===== src/hdl/lbeu_pkg.sv =====
// Shared types and constants for the LED blink and button event unit.
package lbeu_pkg;

  typedef enum logic [1:0] {
    KIND_POLL  = 2'd0,
    KIND_LED   = 2'd1,
    KIND_CLEAR = 2'd2,
    KIND_NONE  = 2'd3
  } kind_e;

  typedef enum logic [1:0] {
    LED_ON   = 2'd0,
    LED_OFF  = 2'd1,
    LED_FAST = 2'd2,
    LED_SLOW = 2'd3
  } led_op_e;

  localparam int unsigned CntW = 7;

  localparam logic [CntW-1:0] FastOffAt  = 7'd13;
  localparam logic [CntW-1:0] FastPeriod = 7'd25;
  localparam logic [CntW-1:0] SlowOffAt  = 7'd50;
  localparam logic [CntW-1:0] SlowPeriod = 7'd100;

  localparam int unsigned EvResume = 0;
  localparam int unsigned EvHome   = 1;
  localparam int unsigned EvEmerg  = 2;

  typedef struct packed {
    logic [1:0] kind;
    logic       tick;
    logic       btn_resume;
    logic       btn_home;
    logic       btn_emerg;
    logic [1:0] led_index;
    logic [1:0] led_op;
    logic [2:0] clear_mask;
  } in_item_t;

  typedef struct packed {
    logic [2:0] led_levels;
    logic       ev_resume;
    logic       ev_toolchange;
    logic       ev_emerg;
  } out_item_t;

  // Per-LED control for one processed request.
  typedef struct packed {
    logic    step;
    logic    cmd;
    led_op_e op;
  } led_ctrl_t;

  // Button and event control for one processed request.
  typedef struct packed {
    logic       poll;
    logic       clear;
    logic       tick;
    logic       resume;
    logic       home;
    logic       emerg;
    logic [2:0] clear_mask;
  } btn_ctrl_t;

endpackage


===== src/hdl/lbeu_led_cell.sv =====
// One LED: its mode, blink counter and level.
module lbeu_led_cell (
  input  logic               clk_i,
  input  logic               rst_ni,
  input  lbeu_pkg::led_ctrl_t ctrl_i,
  output logic               level_d_o
);
  import lbeu_pkg::*;

  led_op_e         mode_q, mode_d;
  logic [CntW-1:0] count_q, count_d;
  logic            level_q, level_d;
  logic [CntW-1:0] off_at, period, count_inc;

  always_comb begin
    off_at    = (mode_q == LED_SLOW) ? SlowOffAt : FastOffAt;
    period    = (mode_q == LED_SLOW) ? SlowPeriod : FastPeriod;
    count_inc = count_q + CntW'(1);
  end

  always_comb begin
    mode_d  = mode_q;
    count_d = count_q;
    level_d = level_q;
    if (ctrl_i.step && (mode_q == LED_FAST || mode_q == LED_SLOW)) begin
      // The level follows the count before it advances.
      if (count_q == '0) begin
        level_d = 1'b1;
      end else if (count_q == off_at) begin
        level_d = 1'b0;
      end
      count_d = (count_inc == period) ? '0 : count_inc;
    end
    if (ctrl_i.cmd) begin
      case (ctrl_i.op)
        LED_ON:  level_d = 1'b1;
        LED_OFF: level_d = 1'b0;
        default: begin
          if (mode_q != ctrl_i.op) begin
            count_d = '0;
          end
        end
      endcase
      mode_d = ctrl_i.op;
    end
  end

  always_ff @(posedge clk_i or negedge rst_ni) begin
    if (!rst_ni) begin
      mode_q  <= LED_ON;
      count_q <= '0;
      level_q <= 1'b0;
    end else begin
      mode_q  <= mode_d;
      count_q <= count_d;
      level_q <= level_d;
    end
  end

  assign level_d_o = level_d;

endmodule


===== src/hdl/lbeu_buttons.sv =====
// Button sampling prescaler, edge detection and sticky event flags.
module lbeu_buttons #(
  parameter int unsigned SAMPLE_DIV = 10
) (
  input  logic                clk_i,
  input  logic                rst_ni,
  input  logic                emerg_en_i,
  input  lbeu_pkg::btn_ctrl_t ctrl_i,
  output logic [2:0]          events_q_o,
  output logic [2:0]          events_d_o
);
  import lbeu_pkg::*;

  localparam int unsigned DivW = (SAMPLE_DIV < 2) ? 1 : $clog2(SAMPLE_DIV + 1);

  logic [DivW-1:0] div_q, div_d, div_base, div_inc;
  logic [2:0]      prev_q, prev_d;
  logic [2:0]      events_q, events_d;

  always_comb begin
    div_d    = div_q;
    prev_d   = prev_q;
    events_d = events_q;
    div_base = div_q;
    if (ctrl_i.poll && emerg_en_i && ctrl_i.emerg) begin
      events_d[EvEmerg] = 1'b1;
      prev_d[EvEmerg]   = 1'b1;
      div_base          = '0;
    end
    div_inc = div_base + DivW'(1);
    if (ctrl_i.poll) begin
      div_d = div_base;
      if (ctrl_i.tick) begin
        if (div_inc < DivW'(SAMPLE_DIV)) begin
          div_d = div_inc;
        end else begin
          div_d = '0;
          // A press seen on a sample after a release raises the event.
          events_d[EvResume] = events_d[EvResume] | (ctrl_i.resume & ~prev_d[EvResume]);
          events_d[EvHome]   = events_d[EvHome] | (ctrl_i.home & ~prev_d[EvHome]);
          prev_d[EvResume]   = ctrl_i.resume;
          prev_d[EvHome]     = ctrl_i.home;
          prev_d[EvEmerg]    = prev_d[EvEmerg] & ctrl_i.emerg;
        end
      end
    end
    if (ctrl_i.clear) begin
      events_d = events_q & ~ctrl_i.clear_mask;
    end
  end

  always_ff @(posedge clk_i or negedge rst_ni) begin
    if (!rst_ni) begin
      div_q    <= '0;
      prev_q   <= '0;
      events_q <= '0;
    end else begin
      div_q    <= div_d;
      prev_q   <= prev_d;
      events_q <= events_d;
    end
  end

  assign events_q_o = events_q;
  assign events_d_o = events_d;

endmodule


===== src/hdl/led_blink_and_button_event_unit_core.sv =====
// LED blink and button event unit: request and result stages around the LED and button logic.
//
// Input channel in_valid_i/in_ready_o carries one request: a poll (tick flag and button
// levels), an LED command (index and operation) or an event clear (mask). Every request
// gives exactly one result on out_valid_o/out_ready_i showing the three LED levels and
// the sticky resume, toolchange and emergency events after that request.
// The configuration bit emerg_enable is written with cfg_we_i/cfg_wdata_i.
//
// A request is taken into an input register, processed from that register by the
// compare-and-count logic of the LED cells and the button unit, and its result is held
// in the output register: out_valid_o rises at the clock edge that stores the result.
// One request is taken every cycle while the receiver keeps up.
// When the receiver stalls, the result stays in the output register and one further
// request may still be taken into the input register; only then does in_ready_o fall.
// Reset clears both stages, all LED modes to steady on with levels off, the counters,
// the button history, the events and emerg_enable.
module led_blink_and_button_event_unit_core #(
  parameter int unsigned NUM_LEDS   = 3,
  parameter int unsigned SAMPLE_DIV = 10
) (
  input  logic                clk_i,
  input  logic                rst_ni,
  input  logic                in_valid_i,
  output logic                in_ready_o,
  input  lbeu_pkg::in_item_t  in_data_i,
  output logic                out_valid_o,
  input  logic                out_ready_i,
  output lbeu_pkg::out_item_t out_data_o,
  input  logic                cfg_we_i,
  input  logic                cfg_wdata_i
);
  import lbeu_pkg::*;

  logic          in_valid_q;
  in_item_t      in_q;
  logic          out_valid_q;
  out_item_t     out_q, out_d;
  logic          emerg_en_q;
  logic          fire;
  kind_e         kind;
  btn_ctrl_t     btn_ctrl;
  logic [2:0]    events_q, events_d;
  logic [NUM_LEDS-1:0] level_d;
  logic [2:0]    levels;

  assign fire       = in_valid_q && (!out_valid_q || out_ready_i);
  assign in_ready_o = !in_valid_q || fire;
  assign kind       = kind_e'(in_q.kind);

  always_ff @(posedge clk_i or negedge rst_ni) begin
    if (!rst_ni) begin
      in_valid_q  <= 1'b0;
      out_valid_q <= 1'b0;
      emerg_en_q  <= 1'b0;
    end else begin
      if (in_ready_o) begin
        in_valid_q <= in_valid_i;
      end
      if (fire) begin
        out_valid_q <= 1'b1;
      end else if (out_ready_i) begin
        out_valid_q <= 1'b0;
      end
      if (cfg_we_i) begin
        emerg_en_q <= cfg_wdata_i;
      end
    end
  end

  always_ff @(posedge clk_i) begin
    if (in_valid_i && in_ready_o) begin
      in_q <= in_data_i;
    end
    if (fire) begin
      out_q <= out_d;
    end
  end

  always_comb begin
    btn_ctrl.poll       = fire && (kind == KIND_POLL);
    btn_ctrl.clear      = fire && (kind == KIND_CLEAR);
    btn_ctrl.tick       = in_q.tick;
    btn_ctrl.resume     = in_q.btn_resume;
    btn_ctrl.home       = in_q.btn_home;
    btn_ctrl.emerg      = in_q.btn_emerg;
    btn_ctrl.clear_mask = in_q.clear_mask;
  end

  lbeu_buttons #(
    .SAMPLE_DIV(SAMPLE_DIV)
  ) u_buttons (
    .clk_i     (clk_i),
    .rst_ni    (rst_ni),
    .emerg_en_i(emerg_en_q),
    .ctrl_i    (btn_ctrl),
    .events_q_o(events_q),
    .events_d_o(events_d)
  );

  for (genvar i = 0; i < NUM_LEDS; i++) begin : g_led
    led_ctrl_t ctrl;
    always_comb begin
      ctrl.step = fire && (kind == KIND_POLL) && in_q.tick;
      // An index beyond the fitted LEDs matches no cell and is ignored.
      ctrl.cmd  = fire && (kind == KIND_LED) && (32'(in_q.led_index) == i);
      ctrl.op   = led_op_e'(in_q.led_op);
    end
    lbeu_led_cell u_cell (
      .clk_i    (clk_i),
      .rst_ni   (rst_ni),
      .ctrl_i   (ctrl),
      .level_d_o(level_d[i])
    );
  end

  for (genvar j = 0; j < 3; j++) begin : g_level
    if (j < NUM_LEDS) begin : g_fitted
      assign levels[j] = level_d[j];
    end else begin : g_absent
      assign levels[j] = 1'b0;
    end
  end

  always_comb begin
    out_d.led_levels    = levels;
    out_d.ev_resume     = events_d[EvResume];
    out_d.ev_toolchange = events_d[EvHome];
    out_d.ev_emerg      = events_d[EvEmerg];
  end

  assign out_valid_o = out_valid_q;
  assign out_data_o  = out_q;

  // The input stage only holds back when a result is waiting on a stalled receiver.
  assert property (@(posedge clk_i) disable iff (!rst_ni)
    !in_ready_o |-> (in_valid_q && out_valid_o && !out_ready_i))
    else $error("input stalled without a pending result");

  // Every processed request produces a result in the next cycle.
  assert property (@(posedge clk_i) disable iff (!rst_ni)
    fire |=> out_valid_o)
    else $error("processed request produced no result");

  // Sticky events only drop through a clear request.
  assert property (@(posedge clk_i) disable iff (!rst_ni)
    ((events_q & ~$past(events_q)) == 3'b000 && events_q != $past(events_q)) |->
      $past(fire && (kind == KIND_CLEAR)))
    else $error("sticky event dropped without a clear");

endmodule

===== config.mk =====
export PLATFORM = sky130hd
export DESIGN_NAME = led_blink_and_button_event_unit_core
export DESIGN_NICKNAME = d
export VERILOG_FILES = /design/src/hdl/lbeu_pkg.sv /design/src/hdl/lbeu_led_cell.sv /design/src/hdl/lbeu_buttons.sv /design/src/hdl/led_blink_and_button_event_unit_core.sv
export SDC_FILE = /design/constraint.sdc
export NUM_CORES = 1
export LEC_CHECK = 0
export BUFFER_PORTS_ARGS = -buffer_cell sky130_fd_sc_hd__buf_2
export CAP_MARGIN = 30
export CELL_PAD_IN_SITES_DETAIL_PLACEMENT = 0
export CELL_PAD_IN_SITES_GLOBAL_PLACEMENT = 2
export CORE_MARGIN = 2
export CORE_UTILIZATION = 40
export DETAILED_ROUTE_END_ITERATION = 8
export PLACE_DENSITY = 0.91
export SYNTH_ARGS = -nofsm -noshare
export SYNTH_HDL_FRONTEND = slang
export SYNTH_SLANG_ARGS = --single-unit

===== constraint.sdc =====
create_clock -name clk_i -period 4.05 [get_ports clk_i]
set_input_delay 0.81 -clock clk_i [delete_from_list [all_inputs] [get_ports clk_i]]
set_output_delay 0.81 -clock clk_i [all_outputs]
set_load 0.005 [all_outputs]

# After elaboration in Yosys (flattened, before gate mapping)
# Cells that the tools add are included.
[word_totals]
input_bits = 19
mem_count = 0
output_inout_bits = 8
latchBits = 0
romBits = 0
mem_bits_rw = 0
wordCells = 137
regBits = 61
[op_classes]
add_sub_neg = 4
div_mod_pow = 0
magnitude_cmp = 1
muxes = 46
n_mul = 0
n_reduce_logical = 30
n_bitwise = 9
eq_ne = 20
shift = 0
[op_table]
columns = ["operator", "count"]
rows = [
  ["$mux W7", 18],
  ["$eq A7 B7 Y1", 6],
  ["$add A7 B1 Y7 const B", 3],
  ["$logic_not A7 Y1", 3],
  ["$mux W6", 3],
  ["$eq A2 B2 Y1 const B", 8],
  ["$mux W1", 15],
  ["$logic_and A1 B1 Y1", 14],
  ["$mux W4", 3],
  ["$eq A2 B1 Y1 const B", 3],
  ["$logic_not A2 Y1", 3],
  ["$mux W2", 3],
  ["$ne A2 B2 Y1", 3],
  ["$pmux W1 S2", 3],
  ["$logic_or A1 B1 Y1", 5],
  ["$add A4 B1 Y4 const B", 1],
  ["$lt A4 B4 Y1 const B", 1],
  ["$and A3 B3 Y3", 1],
  ["$mux W3", 1],
  ["$not A1 Y1", 3],
  ["$not A3 Y3", 1],
  ["$reduce_and A3 Y1", 1],
  ["$and A1 B1 Y1", 2],
  ["$logic_not A1 Y1", 2],
  ["3 further kinds", 4],
]

# Depth between registers and ports, before layout
[logic_depth]
depth_word = 13
ltp_mapped = 10
ltp_nobuf = 10

# Hierarchy
# A second synthesis with hierarchy kept.
[unflattened]
hier_cells = 377
area_unflattened_um2 = 3732.3
[modules_own_cells]
columns = ["module", "n_inst", "seq_area_each_um2", "area_each_um2", "cells_each"]
rows = [
  ["lbeu_led_cell", 3, 250.2, 822.0, 96],
  ["led_blink_and_button_event_unit_core", 1, 645.6, 780.7, 40],
  ["lbeu_buttons", 1, 225.2, 485.5, 49],
]

# Least setup slack after synthesis
# OpenSTA, ideal clock, no wires.
[synth_path]
path_type = "input to register"
start = "input port out_ready_i"
end = "register u_buttons.prev_q[0]"
slack_ns = 1.353
t_required_ns = 3.925
path_stages = 9
path_buffers = 0
arrival_time_ns = 2.572
setup_time_ns = 0.125
path_cell_list = "nor2b_4 nor4_4 nand2_1 and2_1 ha_1 xor2_1 nor2_1 nor3_1 mux2_2"
[synth_between]
elab_chain_cells = 10
[synth_rtl]
columns = ["element", "line_no", "source"]
rows = [
  ["start, declared", "led_blink_and_button_event_unit_core.sv:27", "input logic out_ready_i,"],
  ["$logic_or A1 B1 Y1 *", "led_blink_and_button_event_unit_core.sv:46", "assign fire = in_valid_q && (!out_valid_q || out_ready_i);"],
  ["$logic_and A1 B1 Y1 *", "led_blink_and_button_event_unit_core.sv:46", ""],
  ["$logic_and A1 B1 Y1 *", "led_blink_and_button_event_unit_core.sv:80", "btn_ctrl.poll = fire && (kind == KIND_POLL);"],
  ["$logic_and A1 B1 Y1 (2 in series)", "lbeu_buttons.sv:25", "if (ctrl_i.poll && emerg_en_i && ctrl_i.emerg) begin"],
  ["$mux W4", "lbeu_buttons.sv:25", ""],
  ["$add A4 B1 Y4", "lbeu_buttons.sv:30", "div_inc = div_base + DivW'(1);"],
  ["$lt A4 B4 Y1", "lbeu_buttons.sv:34", "if (div_inc < DivW'(SAMPLE_DIV)) begin"],
  ["$not A1 Y1 (no line)", "-", ""],
  ["$reduce_and A3 Y1 (no line) *", "-", ""],
  ["end signal, assigned", "lbeu_buttons.sv:59", "prev_q <= prev_d;"],
  ["end, declared", "lbeu_buttons.sv:17", "logic [2:0] prev_q, prev_d;"],
]
# Mark *: on every way between the ends. The rest lies on a longest branch, timed or not.
# A chain may end at the register's enable or synchronous reset.

# Worst setup path in the final report
# Same ends and word-level chain as after synthesis.

==> flow_summary.toml <==
[grt]
grt_max_degree = 26
grtUsageTotal = 0.165
overflow = 0
first_global_vias = 2483
grt_pass1_wl_um = 12000
grt_antenna_before_repair = 0

[critical_path]
end_kind = "register"
crit_type = "input port to register"
required_ns = 4.28
crit_fanout = 8
arrival_ns = 3.00
r2r_slack_ns = 1.31
startpoint_type = "input port"

[detailed_routing]
drcViolationCount = 0
viasPerCell = 5.37
ant_nets = 0
drt_wl_total_um = 6840
first_pass_iters = 4
vias = 2534
post_drt_wl_per_cell_um = 14.5
drtIter0Drc = 137

[floorplanning]
die-area_sq_mm = 0.00932
core_sq_mm = 0.00826
die_w_um = 96.5
io_pins = 27
num_rows = 33
initial_core_util = 0.415
die_y_um = 96.5

[yosys]
synthDistinctLibCells = 63
ys_seq_area_frac = 0.473
ys_ff_latch = 61
async_flop_share = 0.689
synthesis.nets = 369
ys.flop_type = "dfrtp_1"
syn_area_per_cell_sq_um = 9.99
synth_top_area_frac = 0.307
synth_edf_count = 19
yosys.area.top_type = "dfrtp_1"
netlist_instances = 343
syn_area_sq_mm = 0.00343
ys.warnings.count = 0
synth_area_leaders = "dfrtp_1, edfxtp_1, nand2_1, nand3_1, mux2_2"

[clocking]
clockRootBuffer = "clkbuf_8"
cts_resized = 0
ctsHoldBuffers = 0
cts_sinks = 61
clock_latency_ns = 0.34
htree_num_levels = 3
cts_setup_buffers = 0
cts_tree = "done"
cts_made_buffers = 9
path_clk_slew_ns = 0.08
cts_buffer_depth = 2

[timing]
finalSetupViolations = 0
skew_ns = 0.0109
finalHoldViolations = 0
min_period_ns = 2.77
tns_ns = 0
worst_pin_slew_ns = 0.662
slew_violations = 0
grt_setup_unrepaired = "no"
fin_ws_ns = 1.28
slew_headroom = 0.547
fmaxAchievable_mhz = 361
min_period_over_period = 0.684

[power]
power.total_w = 0.00177
power_frac_seq = 0.483
p_leak_nw = 1.49
peakVddDrop_v = 0.000372
power_switching_w = 0.000564
intPower_w = 0.00121
pwr-share-clk = 0.304
pwr_density_cell_mw_per_mm2 = 464
p_sw_frac = 0.318
p_comb_frac = 0.213

[layout]
n_fill_cell = 810
fin_cells = 472
area_growth_pct = 11.5
final_nets = 388
diodes = 0
drive_gt1_frac = 0.183

[place]
numPlacedInstances = 456
port_buffers = 26
detailedPlace.worstSlack_ns = 0.928
gp_congestion = 0.815
hpwl_um = 4960

[min_path]
hold_class = "input port to asynchronous set/reset pin"

[outcome]
status = "complete, no violations"

[run]
maxCapViolations = 0
## stage by stage
| stage | hold WS (ns) | area [sq um] | utilization |
|---|---|---|---|
| final | 0.412 | 3820 | 0.462 |
| after global routing | 0.425 | 3820 | 0.462 |
| after CTS | 0.412 | 3820 | 0.462 |
| after detailed placement | 0.486 | 3620 | 0.438 |
| after global placement | 0.477 | 3600 | 0.436 |
| after floorplan | 0.462 | 3430 | - |
## state kept, by name (all words and copies together) (netlist names)
| name | count |
|---|---|
| btn_ctrl | 7 |
| emerg_en_q | 1 |
| g_led.ctrl | 2 |
| g_led.u_cell.count_q | 21 |
| g_led.u_cell.level_q | 3 |
| g_led.u_cell.mode_q | 6 |
| in_q | 2 |
| in_valid_q | 1 |
| kind | 2 |
| out_data_o | 6 |
| out_valid_o | 1 |
| u_buttons.div_q | 4 |
| u_buttons.events_q_o | 3 |
| u_buttons.prev_q | 2 |
## critical path, stage by stage
cell,delay (ns)
buf_2,0.10
nor2b_4,0.05
nor4_4,0.30
nand2_1,0.19
and2_1,0.21
ha_1,0.26
xor2_1,0.16
nor2_1,0.07
nor3_1,0.45
mux2_2,0.39
## power by group through the flow
stage	Sequential (W)	Combinational, W	Clock, W
2_1_floorplan	0.000823	0.000312	0
3_3_place_gp	0.000866	0.000365	0
3_5_place_dp	0.000868	0.000380	0
4_1_cts	0.000856	0.000382	0.000560
5_1_grt	0.000875	0.000427	0.000584
6_report	0.000857	0.000377	0.000539
## logic make-up after synthesis
| family | after synthesis | share of synthesized area |
|---|---|---|
| AOI/OAI and AO/OA | 61 | 0.137 |
| adders and majority gates | 7 | 0.0256 |
| and+or+nand+nor | 154 | 0.246 |
| DFF | 61 | 0.473 |
| xor gates and xnor gates | 15 | 0.0383 |
| buffers and inverters | 33 | 0.0420 |
| muxes | 12 | 0.0384 |
## Yosys cell counts, drive strengths merged (3+ instances only)
library cell,count
nand4b,6
and3,6
buf,5
xnor2,10
a211o,4
a21oi,9
nor4b,3
clkbuf,15
nor4,4
nor3b,3
nor2,23
nand4,4
nand3b,5
a22o,4
ha,7
o21ai,17
or2,3
nand2,39
mux2i,3
mux2,9
nor3,14
nand2b,4
inv,13
xor2,5
nor2b,6
nand3,22
a2111oi,4
edfxtp,19
dfrtp,42
and2,7
## cell usage in the layout (no fill, tap or decap), types with 2 or more instances in the layout
cell / instances
dfrtp_1: 42
inv_1: 12
edfxtp_1: 19
nor4_1: 3
and3_1: 6
ha_1: 7
nor4b_1: 3
nor3_1: 14
a22o_1: 4
a21oi_1: 8
xor2_1: 5
nand2_1: 38
nand4b_1: 6
nand3_1: 22
nand2b_1: 4
o22ai_1: 2
a2111oi_0: 2
o21ai_0: 17
and3b_1: 2
a211o_1: 4
or2_2: 3
a2111oi_4: 2
nor2b_1: 5
nand4_1: 4
a31oi_1: 2
and2_1: 7
mux2i_1: 3
mux2_2: 9
o31a_1: 2
buf_2: 26
a22oi_1: 2
a221o_1: 2
clkbuf_8: 9
nor3b_1: 3
nand3b_1: 5
xnor2_1: 10
nor2_1: 22
clkinvlp_4: 3
## per-layer routing
metal,vias up,part of all wire,global-route usage
met5,-,0,0
met4,0,0.011,0.0610
met3,8,0.033,0.0380
met2,46,0.47,0.250
met1,1195,0.49,0.232
li1,1285,-,-
## path summary, 6_finish.rpt
| check | startpoint | endpoint | depth (start not counted) |
|---|---|---|---|
| worst max-delay path | out_ready_i | u_buttons.prev_q[0] | 10 |
| worst min-delay path | rst_ni | u_buttons.events_q_o[0] | 1 |
| worst max register to register | kind[0] | u_buttons.prev_q[0] | 8 |
| worst min register to register | btn_ctrl[4] | u_buttons.prev_q[1] | 1 |
| max in group asynchronous | rst_ni | g_led[2].u_cell.mode_q[0] | 2 |
| min in group clk_i | btn_ctrl[4] | u_buttons.prev_q[1] | 1 |
## layout make-up
cell class / count / area, sq um / area share
clock inverters: 7 / 75.1 / 0.0197
flip-flops and latches: 61 / 1620 / 0.425
multi-input cells: 249 / 1660 / 0.435
inverters: 13 / 48.8 / 0.0128
repair buffers: 28 / 158 / 0.0413
well taps: 105 / 131 / 0.0344
clock buffers: 9 / 124 / 0.0324
Note: power is estimated with default switching activity, not from simulation.
